==> config.mk <==
export PLATFORM = sky130hd
export DESIGN_NAME = eth_ipv4_rx_classifier
export DESIGN_NICKNAME = d
export VERILOG_FILES = /design/src/hdl/eirc_pkg.sv /design/src/hdl/eirc_front.sv /design/src/hdl/eirc_sumq.sv /design/src/hdl/eirc_back.sv /design/src/hdl/eth_ipv4_rx_classifier.sv
export SDC_FILE = /design/constraint.sdc
export NUM_CORES = 1
export LEC_CHECK = 0
export BUFFER_PORTS_ARGS = -buffer_cell sky130_fd_sc_hd__buf_2
export CORE_MARGIN = 5
export CORE_UTILIZATION = 30
export CTS_CLUSTER_DIAMETER = 50
export DETAILED_ROUTE_END_ITERATION = 16
export PLACE_DENSITY = 0.56
export SYNTH_ARGS = -nofsm -noshare
export SYNTH_HDL_FRONTEND = slang
export SYNTH_SLANG_ARGS = --single-unit
==> constraint.sdc <==
create_clock -name clk -period 7.4 [get_ports clk]
set_clock_uncertainty 0.15 [all_clocks]
set_input_delay 1.48 -clock clk [delete_from_list [all_inputs] [get_ports clk]]
set_output_delay 1.48 -clock clk [all_outputs]
set_load 0.005 [all_outputs]
==> src/hdl/eirc_pkg.sv <==
// eirc_pkg: shared types and constants of the ethernet ipv4 receive classifier
// used by eirc_front, eirc_sumq, eirc_back and eth_ipv4_rx_classifier
// no dependencies
package eirc_pkg;

  localparam int MAX_FRAME_BYTES_DEF = 16384;
  localparam int POS_W               = 15;
  localparam int POS_CAP             = 32767;
  localparam int SUMQ_DEPTH          = 2;

  localparam logic [POS_W-1:0] ETH_HDR_BYTES = 15'd14;
  localparam logic [POS_W-1:0] L3_END_BYTES  = 15'd34;
  localparam logic [15:0]      TYPE_ARP      = 16'h0806;
  localparam logic [15:0]      TYPE_IPV4     = 16'h0800;
  localparam logic [7:0]       PROTO_ICMP    = 8'd1;
  localparam logic [7:0]       PROTO_TCP     = 8'd6;
  localparam logic [7:0]       PROTO_UDP     = 8'd17;
  localparam logic [15:0]      IP_HDR_BYTES  = 16'd20;
  localparam logic [15:0]      FLAG_MF       = 16'h2000;

  typedef enum logic [1:0] {
    V_DELIVER = 2'd0,
    V_ICMP    = 2'd1,
    V_ARP     = 2'd2,
    V_DROP    = 2'd3
  } verdict_t;

  typedef enum logic [2:0] {
    R_NONE      = 3'd0,
    R_SHORT_L2  = 3'd1,
    R_MISMATCH  = 3'd2,
    R_SHORT_L3  = 3'd3,
    R_CHECKSUM  = 3'd4,
    R_UNSUPP    = 3'd5,
    R_TRUNCATED = 3'd6,
    R_PROTOCOL  = 3'd7
  } reason_t;

  // everything the back end needs about one finished frame
  typedef struct packed {
    logic [POS_W-1:0] frame_len;
    logic             mac_match;
    logic [15:0]      ether_type;
    logic [7:0]       version_ihl;
    logic [15:0]      total_length;
    logic [15:0]      flags_fragment;
    logic [7:0]       ip_protocol;
    logic [19:0]      csum_accum;
    logic             csum_skip;
  } frame_sum_t;

endpackage

==> src/hdl/eirc_front.sv <==
// eirc_front: byte parser, tracks position and captures header fields per frame
// emits one frame summary at the last byte
// depends on eirc_pkg
module eirc_front import eirc_pkg::*; #(
  parameter int MAX_FRAME_BYTES = MAX_FRAME_BYTES_DEF
) (
  input  logic        clk,
  input  logic        rst_n,
  input  logic        byte_valid,
  input  logic [7:0]  frame_byte,
  input  logic        last_byte,
  input  logic        csum_preverified,
  input  logic [47:0] station_mac,
  output logic        sum_push,
  output frame_sum_t  sum_data
);

  localparam int POS_LIMIT_I = (MAX_FRAME_BYTES < POS_CAP) ? MAX_FRAME_BYTES : POS_CAP;
  localparam logic [POS_W-1:0] POS_LIMIT = POS_W'(POS_LIMIT_I);

  logic [POS_W-1:0] pos_r, pos_nxt;
  logic             mac_match_r, mac_match_nxt;
  logic [15:0]      ether_type_r, ether_type_nxt;
  logic [7:0]       version_ihl_r, version_ihl_nxt;
  logic [15:0]      total_length_r, total_length_nxt;
  logic [15:0]      flags_r, flags_nxt;
  logic [7:0]       proto_r, proto_nxt;
  logic [19:0]      accum_r, accum_nxt;
  logic             skip_r, skip_nxt;

  logic [POS_W-1:0] off;
  logic [7:0]       want;
  frame_sum_t       abs_s;

  assign off = pos_r - ETH_HDR_BYTES;

  always_comb begin
    case (pos_r[2:0])
      3'd0:    want = station_mac[47:40];
      3'd1:    want = station_mac[39:32];
      3'd2:    want = station_mac[31:24];
      3'd3:    want = station_mac[23:16];
      3'd4:    want = station_mac[15:8];
      default: want = station_mac[7:0];
    endcase
  end

  // absorb the current byte into the frame state
  always_comb begin
    abs_s.frame_len      = pos_r;
    abs_s.mac_match      = mac_match_r;
    abs_s.ether_type     = ether_type_r;
    abs_s.version_ihl    = version_ihl_r;
    abs_s.total_length   = total_length_r;
    abs_s.flags_fragment = flags_r;
    abs_s.ip_protocol    = proto_r;
    abs_s.csum_accum     = accum_r;
    abs_s.csum_skip      = skip_r;
    if (byte_valid && (pos_r < POS_LIMIT)) begin
      abs_s.frame_len = pos_r + 1'b1;
      if (pos_r == '0) begin
        abs_s.csum_skip = csum_preverified;
      end
      if (pos_r < POS_W'(6)) begin
        if (want != frame_byte) begin
          abs_s.mac_match = 1'b0;
        end
      end else if (pos_r == POS_W'(12)) begin
        abs_s.ether_type[15:8] = frame_byte;
      end else if (pos_r == POS_W'(13)) begin
        abs_s.ether_type[7:0] = frame_byte;
      end
      if ((pos_r >= ETH_HDR_BYTES) && (pos_r < L3_END_BYTES)) begin
        // header words are big endian: even offsets carry the high byte
        abs_s.csum_accum = accum_r + (off[0] ? {12'd0, frame_byte} : {4'd0, frame_byte, 8'd0});
        case (off[4:0])
          5'd0:    abs_s.version_ihl = frame_byte;
          5'd2:    abs_s.total_length[15:8] = frame_byte;
          5'd3:    abs_s.total_length[7:0] = frame_byte;
          5'd6:    abs_s.flags_fragment[15:8] = frame_byte;
          5'd7:    abs_s.flags_fragment[7:0] = frame_byte;
          5'd9:    abs_s.ip_protocol = frame_byte;
          default: ;
        endcase
      end
    end
  end

  assign sum_push = byte_valid && last_byte;
  assign sum_data = abs_s;

  always_comb begin
    if (sum_push) begin
      pos_nxt          = '0;
      mac_match_nxt    = 1'b1;
      ether_type_nxt   = '0;
      version_ihl_nxt  = '0;
      total_length_nxt = '0;
      flags_nxt        = '0;
      proto_nxt        = '0;
      accum_nxt        = '0;
      skip_nxt         = 1'b0;
    end else begin
      pos_nxt          = abs_s.frame_len;
      mac_match_nxt    = abs_s.mac_match;
      ether_type_nxt   = abs_s.ether_type;
      version_ihl_nxt  = abs_s.version_ihl;
      total_length_nxt = abs_s.total_length;
      flags_nxt        = abs_s.flags_fragment;
      proto_nxt        = abs_s.ip_protocol;
      accum_nxt        = abs_s.csum_accum;
      skip_nxt         = abs_s.csum_skip;
    end
  end

  always_ff @(posedge clk) begin
    if (!rst_n) begin
      pos_r          <= '0;
      mac_match_r    <= 1'b1;
      ether_type_r   <= '0;
      version_ihl_r  <= '0;
      total_length_r <= '0;
      flags_r        <= '0;
      proto_r        <= '0;
      accum_r        <= '0;
      skip_r         <= 1'b0;
    end else begin
      pos_r          <= pos_nxt;
      mac_match_r    <= mac_match_nxt;
      ether_type_r   <= ether_type_nxt;
      version_ihl_r  <= version_ihl_nxt;
      total_length_r <= total_length_nxt;
      flags_r        <= flags_nxt;
      proto_r        <= proto_nxt;
      accum_r        <= accum_nxt;
      skip_r         <= skip_nxt;
    end
  end

  a_pos_limit: assert property (@(posedge clk) disable iff (!rst_n)
    pos_r <= POS_LIMIT) else $error("byte position past limit");

endmodule

==> src/hdl/eirc_sumq.sv <==
// eirc_sumq: short queue of frame summaries between front and back end
// depends on eirc_pkg
module eirc_sumq import eirc_pkg::*; #(
  parameter int DEPTH = SUMQ_DEPTH
) (
  input  logic       clk,
  input  logic       rst_n,
  input  logic       push,
  input  frame_sum_t push_data,
  output logic       full,
  input  logic       pop,
  output logic       not_empty,
  output frame_sum_t head
);

  localparam int PTR_W = (DEPTH > 1) ? $clog2(DEPTH) : 1;
  localparam int CNT_W = $clog2(DEPTH + 1);

  frame_sum_t       mem [DEPTH];
  logic [PTR_W-1:0] wr_ptr_r, wr_ptr_nxt;
  logic [PTR_W-1:0] rd_ptr_r, rd_ptr_nxt;
  logic [CNT_W-1:0] count_r, count_nxt;
  logic             do_push, do_pop;

  assign full      = (count_r == CNT_W'(DEPTH));
  assign not_empty = (count_r != '0);
  assign do_push   = push && !full;
  assign do_pop    = pop && not_empty;
  assign head      = mem[rd_ptr_r];

  always_comb begin
    wr_ptr_nxt = wr_ptr_r;
    rd_ptr_nxt = rd_ptr_r;
    count_nxt  = count_r;
    if (do_push) begin
      wr_ptr_nxt = (wr_ptr_r == PTR_W'(DEPTH - 1)) ? '0 : wr_ptr_r + 1'b1;
    end
    if (do_pop) begin
      rd_ptr_nxt = (rd_ptr_r == PTR_W'(DEPTH - 1)) ? '0 : rd_ptr_r + 1'b1;
    end
    if (do_push && !do_pop) begin
      count_nxt = count_r + 1'b1;
    end else if (do_pop && !do_push) begin
      count_nxt = count_r - 1'b1;
    end
  end

  always_ff @(posedge clk) begin
    if (do_push) begin
      mem[wr_ptr_r] <= push_data;
    end
  end

  always_ff @(posedge clk) begin
    if (!rst_n) begin
      wr_ptr_r <= '0;
      rd_ptr_r <= '0;
      count_r  <= '0;
    end else begin
      wr_ptr_r <= wr_ptr_nxt;
      rd_ptr_r <= rd_ptr_nxt;
      count_r  <= count_nxt;
    end
  end

  a_count_bound: assert property (@(posedge clk) disable iff (!rst_n)
    count_r <= CNT_W'(DEPTH)) else $error("summary queue overfilled");

endmodule

==> src/hdl/eirc_back.sv <==
// eirc_back: turns a frame summary into a verdict and holds it in the output register
// depends on eirc_pkg
module eirc_back import eirc_pkg::*; (
  input  logic        clk,
  input  logic        rst_n,
  input  logic        sum_valid,
  input  frame_sum_t  sum_data,
  output logic        sum_pop,
  output logic        out_empty,
  input  logic        out_pop,
  output logic [1:0]  out_verdict,
  output logic [2:0]  out_drop_reason,
  output logic [7:0]  out_protocol,
  output logic [15:0] out_l4_length
);

  logic             out_valid_r, out_valid_nxt;
  verdict_t         verdict_r, verdict_c;
  reason_t          reason_r, reason_c;
  logic [7:0]       proto_r, proto_c;
  logic [15:0]      l4_r, l4_c;

  logic             has_l3;
  logic [16:0]      fold1;
  logic [16:0]      fold2;
  logic [POS_W-1:0] payload_len;
  logic             load;

  assign has_l3      = (sum_data.frame_len >= L3_END_BYTES) && (sum_data.ether_type != TYPE_ARP);
  assign fold1       = {1'b0, sum_data.csum_accum[15:0]} + {13'd0, sum_data.csum_accum[19:16]};
  assign fold2       = {1'b0, fold1[15:0]} + {16'd0, fold1[16]};
  assign payload_len = sum_data.frame_len - L3_END_BYTES;

  always_comb begin
    proto_c   = has_l3 ? sum_data.ip_protocol : 8'd0;
    l4_c      = has_l3 ? (sum_data.total_length - IP_HDR_BYTES) : 16'd0;
    verdict_c = V_DROP;
    reason_c  = R_NONE;
    if (sum_data.frame_len < ETH_HDR_BYTES) begin
      reason_c = R_SHORT_L2;
    end else if (sum_data.ether_type == TYPE_ARP) begin
      verdict_c = V_ARP;
    end else if ((sum_data.ether_type != TYPE_IPV4) || !sum_data.mac_match) begin
      reason_c = R_MISMATCH;
    end else if (sum_data.frame_len < L3_END_BYTES) begin
      reason_c = R_SHORT_L3;
    end else if (!sum_data.csum_skip && (fold2[15:0] != 16'hFFFF)) begin
      reason_c = R_CHECKSUM;
    end else if ((sum_data.version_ihl != 8'h45) ||
                 ((sum_data.flags_fragment & FLAG_MF) != 16'd0)) begin
      reason_c = R_UNSUPP;
    end else if ({1'b0, payload_len} < l4_c) begin
      reason_c = R_TRUNCATED;
    end else if (sum_data.ip_protocol == PROTO_ICMP) begin
      verdict_c = V_ICMP;
    end else if ((sum_data.ip_protocol == PROTO_TCP) || (sum_data.ip_protocol == PROTO_UDP)) begin
      verdict_c = V_DELIVER;
    end else begin
      reason_c = R_PROTOCOL;
    end
  end

  // refill the output register when it is free or being emptied this cycle
  assign load    = sum_valid && (!out_valid_r || out_pop);
  assign sum_pop = load;

  always_comb begin
    out_valid_nxt = out_valid_r;
    if (load) begin
      out_valid_nxt = 1'b1;
    end else if (out_pop) begin
      out_valid_nxt = 1'b0;
    end
  end

  always_ff @(posedge clk) begin
    if (!rst_n) begin
      out_valid_r <= 1'b0;
    end else begin
      out_valid_r <= out_valid_nxt;
    end
  end

  always_ff @(posedge clk) begin
    if (load) begin
      verdict_r <= verdict_c;
      reason_r  <= reason_c;
      proto_r   <= proto_c;
      l4_r      <= l4_c;
    end
  end

  assign out_empty       = !out_valid_r;
  assign out_verdict     = verdict_r;
  assign out_drop_reason = reason_r;
  assign out_protocol    = proto_r;
  assign out_l4_length   = l4_r;

  a_reason_on_drop: assert property (@(posedge clk) disable iff (!rst_n)
    (out_valid_r && (verdict_r == V_DROP)) |-> (reason_r != R_NONE))
    else $error("drop without reason");

  a_no_reason_on_pass: assert property (@(posedge clk) disable iff (!rst_n)
    (out_valid_r && (verdict_r != V_DROP)) |-> (reason_r == R_NONE))
    else $error("reason on a passed frame");

  a_arp_fields: assert property (@(posedge clk) disable iff (!rst_n)
    (out_valid_r && (verdict_r == V_ARP)) |-> ((proto_r == 8'd0) && (l4_r == 16'd0)))
    else $error("arp verdict carries l3 fields");

  a_refill: assert property (@(posedge clk) disable iff (!rst_n)
    (sum_valid && !out_valid_r) |=> out_valid_r)
    else $error("pending summary not loaded");

endmodule

==> src/hdl/eth_ipv4_rx_classifier.sv <==
// eth_ipv4_rx_classifier: top level, ethernet ipv4 receive header filter
// depends on eirc_pkg, eirc_front, eirc_sumq, eirc_back
//
// usage:
//   input queue: one frame byte per transfer (in_push while in_full is low), with
//   in_last_byte on the final byte and in_csum_preverified sampled on the first.
//   result queue: one verdict per frame, held on out_* while out_empty is low and
//   taken by out_pop. bytes other than the last give no result.
//   cfg: cfg_station_mac is written when cfg_valid is high (cfg_ready is always high);
//   write it only while no frame is in flight.
// timing:
//   one byte per cycle sustained while in_full is low; the front parser absorbs each
//   byte as it is taken. a verdict reaches the result ports after the last byte is
//   taken, registered first in the summary queue and then in the output register.
//   a two-entry summary queue sits between parser and verdict logic, so the
//   parser keeps taking bytes while a result waits; in_full rises only once the
//   summary queue is full and a last byte would have nowhere to go.
// reset: rst_n (synchronous) clears frame state, empties both queues and sets the
//   station address to zero. a stalled result queue back-pressures bytes through
//   in_full once the summary queue fills.
module eth_ipv4_rx_classifier import eirc_pkg::*; #(
  parameter int MAX_FRAME_BYTES = MAX_FRAME_BYTES_DEF
) (
  input  logic        clk,
  input  logic        rst_n,
  input  logic        in_push,
  output logic        in_full,
  input  logic [7:0]  in_frame_byte,
  input  logic        in_last_byte,
  input  logic        in_csum_preverified,
  output logic        out_empty,
  input  logic        out_pop,
  output logic [1:0]  out_verdict,
  output logic [2:0]  out_drop_reason,
  output logic [7:0]  out_protocol,
  output logic [15:0] out_l4_length,
  input  logic        cfg_valid,
  output logic        cfg_ready,
  input  logic [47:0] cfg_station_mac
);

  logic [47:0] station_mac_r, station_mac_nxt;
  logic        byte_valid;
  logic        sum_push;
  frame_sum_t  sum_in;
  logic        q_full;
  logic        q_pop;
  logic        q_valid;
  frame_sum_t  q_head;

  assign cfg_ready       = 1'b1;
  assign station_mac_nxt = (cfg_valid && cfg_ready) ? cfg_station_mac : station_mac_r;

  always_ff @(posedge clk) begin
    if (!rst_n) begin
      station_mac_r <= '0;
    end else begin
      station_mac_r <= station_mac_nxt;
    end
  end

  assign in_full    = q_full;
  assign byte_valid = in_push && !in_full;

  eirc_front #(
    .MAX_FRAME_BYTES (MAX_FRAME_BYTES)
  ) u_front (
    .clk              (clk),
    .rst_n            (rst_n),
    .byte_valid       (byte_valid),
    .frame_byte       (in_frame_byte),
    .last_byte        (in_last_byte),
    .csum_preverified (in_csum_preverified),
    .station_mac      (station_mac_r),
    .sum_push         (sum_push),
    .sum_data         (sum_in)
  );

  eirc_sumq #(
    .DEPTH (SUMQ_DEPTH)
  ) u_sumq (
    .clk       (clk),
    .rst_n     (rst_n),
    .push      (sum_push),
    .push_data (sum_in),
    .full      (q_full),
    .pop       (q_pop),
    .not_empty (q_valid),
    .head      (q_head)
  );

  eirc_back u_back (
    .clk             (clk),
    .rst_n           (rst_n),
    .sum_valid       (q_valid),
    .sum_data        (q_head),
    .sum_pop         (q_pop),
    .out_empty       (out_empty),
    .out_pop         (out_pop),
    .out_verdict     (out_verdict),
    .out_drop_reason (out_drop_reason),
    .out_protocol    (out_protocol),
    .out_l4_length   (out_l4_length)
  );

endmodule
# [Word-level counts from Yosys, hierarchy flattened]
# Memories as Yosys holds them, arrays and structs flattened. A register that Yosys moved wholly into a read port is not among the register bits.
# Index checks and enable logic that the tools add are counted.
# W data, S select, Z words.
[word_totals] word_cells=138 register_bits=183 mem_count=1 inputBits=63 mem_bits_rw=202 out_inout_bits=32
[memory_table] memory="u_sumq.mem" words=2 width=101 read_ports=1 rd_ports_with_merged_regs=1 wr=1 line="eirc_sumq.sv:19" text="frame_sum_t mem [DEPTH];"
[classes] reduce_logical=31 n_mux=44 addsub=11 eq_ne=21 bitwise=1 magnitude_cmp=8
[ops] cell="$mux W101" count=1
[ops] cell="$mux W8" count=9
[ops] cell="$mux W68" count=1
[ops] cell="$mux W16" count=3
[ops] cell="$pmux W8 S5" count=1
[ops] cell="$ne A16 B12 Y1 const B" count=2
[ops] cell="$eq A15 B4 Y1 const B" count=2
[ops] cell="$lt A15 B6 Y1 const B" count=2
[ops] cell="$add A20 B20 Y20" count=1
[ops] cell="$mux W1" count=18
[ops] cell="$add A16 B4 Y17" count=1
[ops] cell="$add A16 B1 Y16" count=1
[ops] cell="$eq A16 B12 Y1 const B" count=1
[ops] cell="$lt A15 B16 Y1" count=1
[ops] cell="$ne A16 B16 Y1 const B" count=1
[ops] cell="$sub A16 B5 Y16 const B" count=1
[ops] cell="$add A15 B1 Y15 const B" count=1
[ops] cell="$ge A15 B4 Y1 const B" count=1
[ops] cell="$ge A15 B6 Y1 const B" count=1
[ops] cell="$logic_not A15 Y1" count=1
[ops] cell="$lt A15 B15 Y1 const B" count=1
[ops] cell="$lt A15 B3 Y1 const B" count=1
[ops] cell="$lt A15 B4 Y1 const B" count=1
[ops] cell="$mux W3" count=5
[ops] cell="other kinds (28)" count=58

# [Depth between registers and ports, before layout]
[logic_depth] depth_word=10 ltp_mapped=26 mapped_depth_nobuf=19

# [Hierarchy]
# From an unflattened synthesis, not the netlist that was laid out.
[hier_totals] hier_cells=1476 hier_area_um2=18238.7
[modules_own_cells] module="eirc_sumq" area_each_um2=7553.5 cells_each=339 instances=1 seq_area_each_um2=6165.9
[modules_own_cells] module="eirc_front" area_each_um2=5948.2 cells_each=648 instances=1 seq_area_each_um2=2021.9
[modules_own_cells] module="eirc_back" area_each_um2=2874.0 cells_each=331 instances=1 seq_area_each_um2=890.9
[modules_own_cells] module="eth_ipv4_rx_classifier" area_each_um2=1863.0 cells_each=158 instances=1 seq_area_each_um2=960.9

# [Least setup slack after synthesis]
# Ideal clock, no wire load.
[synth_timing] kind="input to register" startpoint="in in_push" endpoint="mem u_sumq.mem[0][0] (netlist bit), enable pin" required_ps=6717 t_arrival_ps=5238 slack_ps=1480 stages=2 n_path_buf=0 setup_ps=533 cell_sequence="nand3b_1 nor2_1"
[synth_via] elab_chain_cells=5
[synth_lines] element="from (decl)" line="eth_ipv4_rx_classifier.sv:26" text="input logic in_push,"
[synth_lines] element="$logic_and A1 B1 Y1" line="eth_ipv4_rx_classifier.sv:63" text="assign byte_valid = in_push && !in_full;"
[synth_lines] element="$logic_and A1 B1 Y1" line="eirc_front.sv:89" text="assign sum_push = byte_valid && last_byte;"
[synth_lines] element="$logic_and A1 B1 Y1" line="eirc_sumq.sv:27" text="assign do_push = push && !full;"
[synth_lines] element="$mux W1" line="eirc_sumq.sv:49" text="if (do_push) begin"
[synth_lines] element="$mux W1 (implied by the code)" line="eirc_sumq.sv:50" text="mem[wr_ptr_r] <= push_data;"
[synth_lines] element="to (decl)" line="eirc_sumq.sv:19"
# Every way passes these cells.

==> results.cfg <==
[run_status]
outcome = complete, no violations

[setup_path]
crit_buf_inv = 1
arrival_ns = 5.52
critPathKind = register to register
end_kind = register
cp_common_cell = ha_1
worstPathMaxFanout = 34
slowest_stage = dfxtp_4
path_delay_family = compound AO/OA/AOI/OAI gates
path_cells = mux2i_1 > ha_1 > nor4bb_1 > o31ai_1 > or4_4 > o21bai_2 > buf_4 > nand2b_1 > ha_1 > a211oi_1 > nor2_1 > or3_1 > o31a_1 > o32a_2 > a211oi_2 > a311oi_2
slowest_delay_ns = 0.64
critPathRequiredTime_ns = 7.54
crit_path_start_kind = register

[clock_tree]
cts_sinks = 341
holdBufCountCts = 0
cts_resized = 0
clk_pin_slew_ns = 0.06
cts-root-buf = clkbuf_16
cts-root-to-sink-buffers = 3
clkLatencyLatePin_ns = 0.56
cts_made_buffers = 42
htree_levels = 2
post-cts-setup-buffers = 0
cts_tree = yes

[yosys]
yosysSeqAreaShare_pct = 56.1
synth_top_cells_by_count = edfxtp_1, nor2b_1, dfxtp_1
synth_warnings = 0
syn_nets = 1433
synth_seq_cells = 341
synth_ff_type = edfxtp_1
synth_edf_count = 201
ys_types = 80
synth.most_common_cell = edfxtp_1
yosysTopAreaCellShare_pct = 38.3
postSynthCellCount = 1320
synth.avg_cell_area_um2 = 11.9
ys_top_cells_by_area = edfxtp_1, dfxtp_1, mux2i_1, nor2b_1, mux2_2
postSynth.asyncResetShare_pct = 0
syn_area_mm2 = 0.0157
yosys.area.top_type = edfxtp_1

[layout]
finalNetCount = 1519
antenna-diode-count = 0
fin_cells = 2128
drive_gt1_share_pct = 18.6
postLayoutCoreUtil_pct = 35.2
syn_to_final_growth_pct = 16.7

[timing]
fin_hold_ws_ns = 0.333
finalWorstPathRequiredPeriod_ns = 5.38
finalSetupViolations = 0
rsz0062_at_grt = false
fin_ws_ns = 2.02
worstMarginPinSlew_ns = 1.00
tns_ns = 0
drv_slew = 0
slew_headroom_pct = 33.0
max_freq_mhz = 186
final_hold_viol_count = 0
min_period_over_period_pct = 72.7

[routing]
totalWireLength_mm = 36.2
routed_via_density = 4.69
drc = 0
wl_per_cell_um = 17.0
drtIter0Drc = 582
vias = 9973
firstDrtPassIters = 5
antenna_left = 0

[pwr]
powerDensity_mw_per_mm2 = 303
power.leakage_nw = 6.95
ir_drop_mv = 0.155

[grt]
grt_pass1_wl_mm = 56.7
antenna_found_initial = 0
grt_max_degree = 64
grt_pass1_vias = 10200
overflow = 0
grt_use_total_pct = 12.6

[floorplan]
core_mm2 = 0.0522
die-width_um = 239
num_rows = 84
die_area_mm2 = 0.0572
die_y_um = 239
io_pins = 95
initial_core_util_pct = 30.1

[place]
place_ws_ns = 2.00
dp_hpwl_mm = 25.1
io_buffers = 93
gp_congestion = 0.807
dpl.cell_count = 2050

[run]
cap_violations = 0

[hold_path]
hp-class = register to register
hold_path.startpoint = u_front.accum_r[12]
logic make-up after synthesis:
kind of cell	synth area share [%]
AND/OR/NAND/NOR	15.6
AO/OA/AOI/OAI	7.40
buffers and inverters	2.89
other	0.0238
XOR/XNOR	3.62
adder cells (fa/ha/maj)	4.07
flip-flops	56.1
multiplexers	10.2
state kept, by name, indices dropped and copies added (netlist names), 8 cells and up, named ones only:
signal,flops
u_front.pos_r,15
u_sumq.mem,172
u_back.out_protocol,8
station_mac_r,48
u_front.accum_r,20
u_front.version_ihl_r,8
u_back.out_l4_length,16
u_front.total_length_r,16
u_front.ether_type_r,16
u_front.proto_r,8
cell type report:
type	count	area, um2
inverters	37	139
multi-input cells	879	6480
clock buffers	51	1150
fillers	5120	33900
flip-flops and latches	341	8840
repair buffers	105	556
well taps	688	861
clock inverters	27	354
worst paths after layout:
check        slack [ns]  cells past startpoint                   endpoint
max                2.02                     16  u_back.out_drop_reason[0]
min                0.33                      2        u_front.accum_r[12]
max reg2reg        2.02                     16  u_back.out_drop_reason[0]
min reg2reg        0.33                      2        u_front.accum_r[12]
placed cells by master (no fill, tap or decap), types with 6 or more instances in the layout:
cell and n:
a21boi_0 6, a21o_1 9, a21oi_1 36, a22oi_1 9, a32oi_1 6, and2_1 12
and3_1 6, buf_2 93, buf_4 12, clkbuf_16 43, clkinv_2 6, dfxtp_1 139
edfxtp_1 201, ha_1 48, inv_1 37, mux2_2 60, mux2i_1 93, nand2_1 61
nand2b_1 10, nand3_1 28, nand3b_1 10, nand4_1 8, nor2_1 74, nor2b_1 146
nor3_1 20, nor3b_1 6, nor4_1 7, nor4b_1 7, o211ai_1 9, o21a_1 8
o21ai_0 32, or2_2 8, or3_1 9, xnor2_1 36, xor2_1 29
power by group:
group	internal, W	switching, W	total [W]	leakage (nW)
registers	0.00219	0.0000881	0.00228	3.04
logic	0.000461	0.000681	0.00114	3.18
clock network	0.00131	0.000840	0.00215	0.727
layer usage:
metal	share of wire, %	GRT usage [%]	vias up	wire length, um
met5	0	0	-	0
met4	3.4	5.20	0	1240
met3	4.0	2.15	69	1430
met2	47	20.4	205	17000
met1	46	16.7	4758	16500
li1	-	-	4941	-
per-stage QoR:
| step | total power (W) | cell area, um2 |
|---|---|---|
| after global placement | 0.00347 | 16900 |
| after detailed placement | 0.00348 | 16900 |
| after CTS | 0.00566 | 18400 |
| after global routing | 0.00588 | 18400 |
| after floorplan | 0.00317 | 15700 |
| final | 0.00557 | 18400 |
worst min-delay path: cells and delay by family, from the launching register on:
kind            cells  cell delay (ns)
simple gates        1             0.07
compound gates      1             0.05
flops               1             0.31
Note: power is estimated with default switching activity, not from simulation.
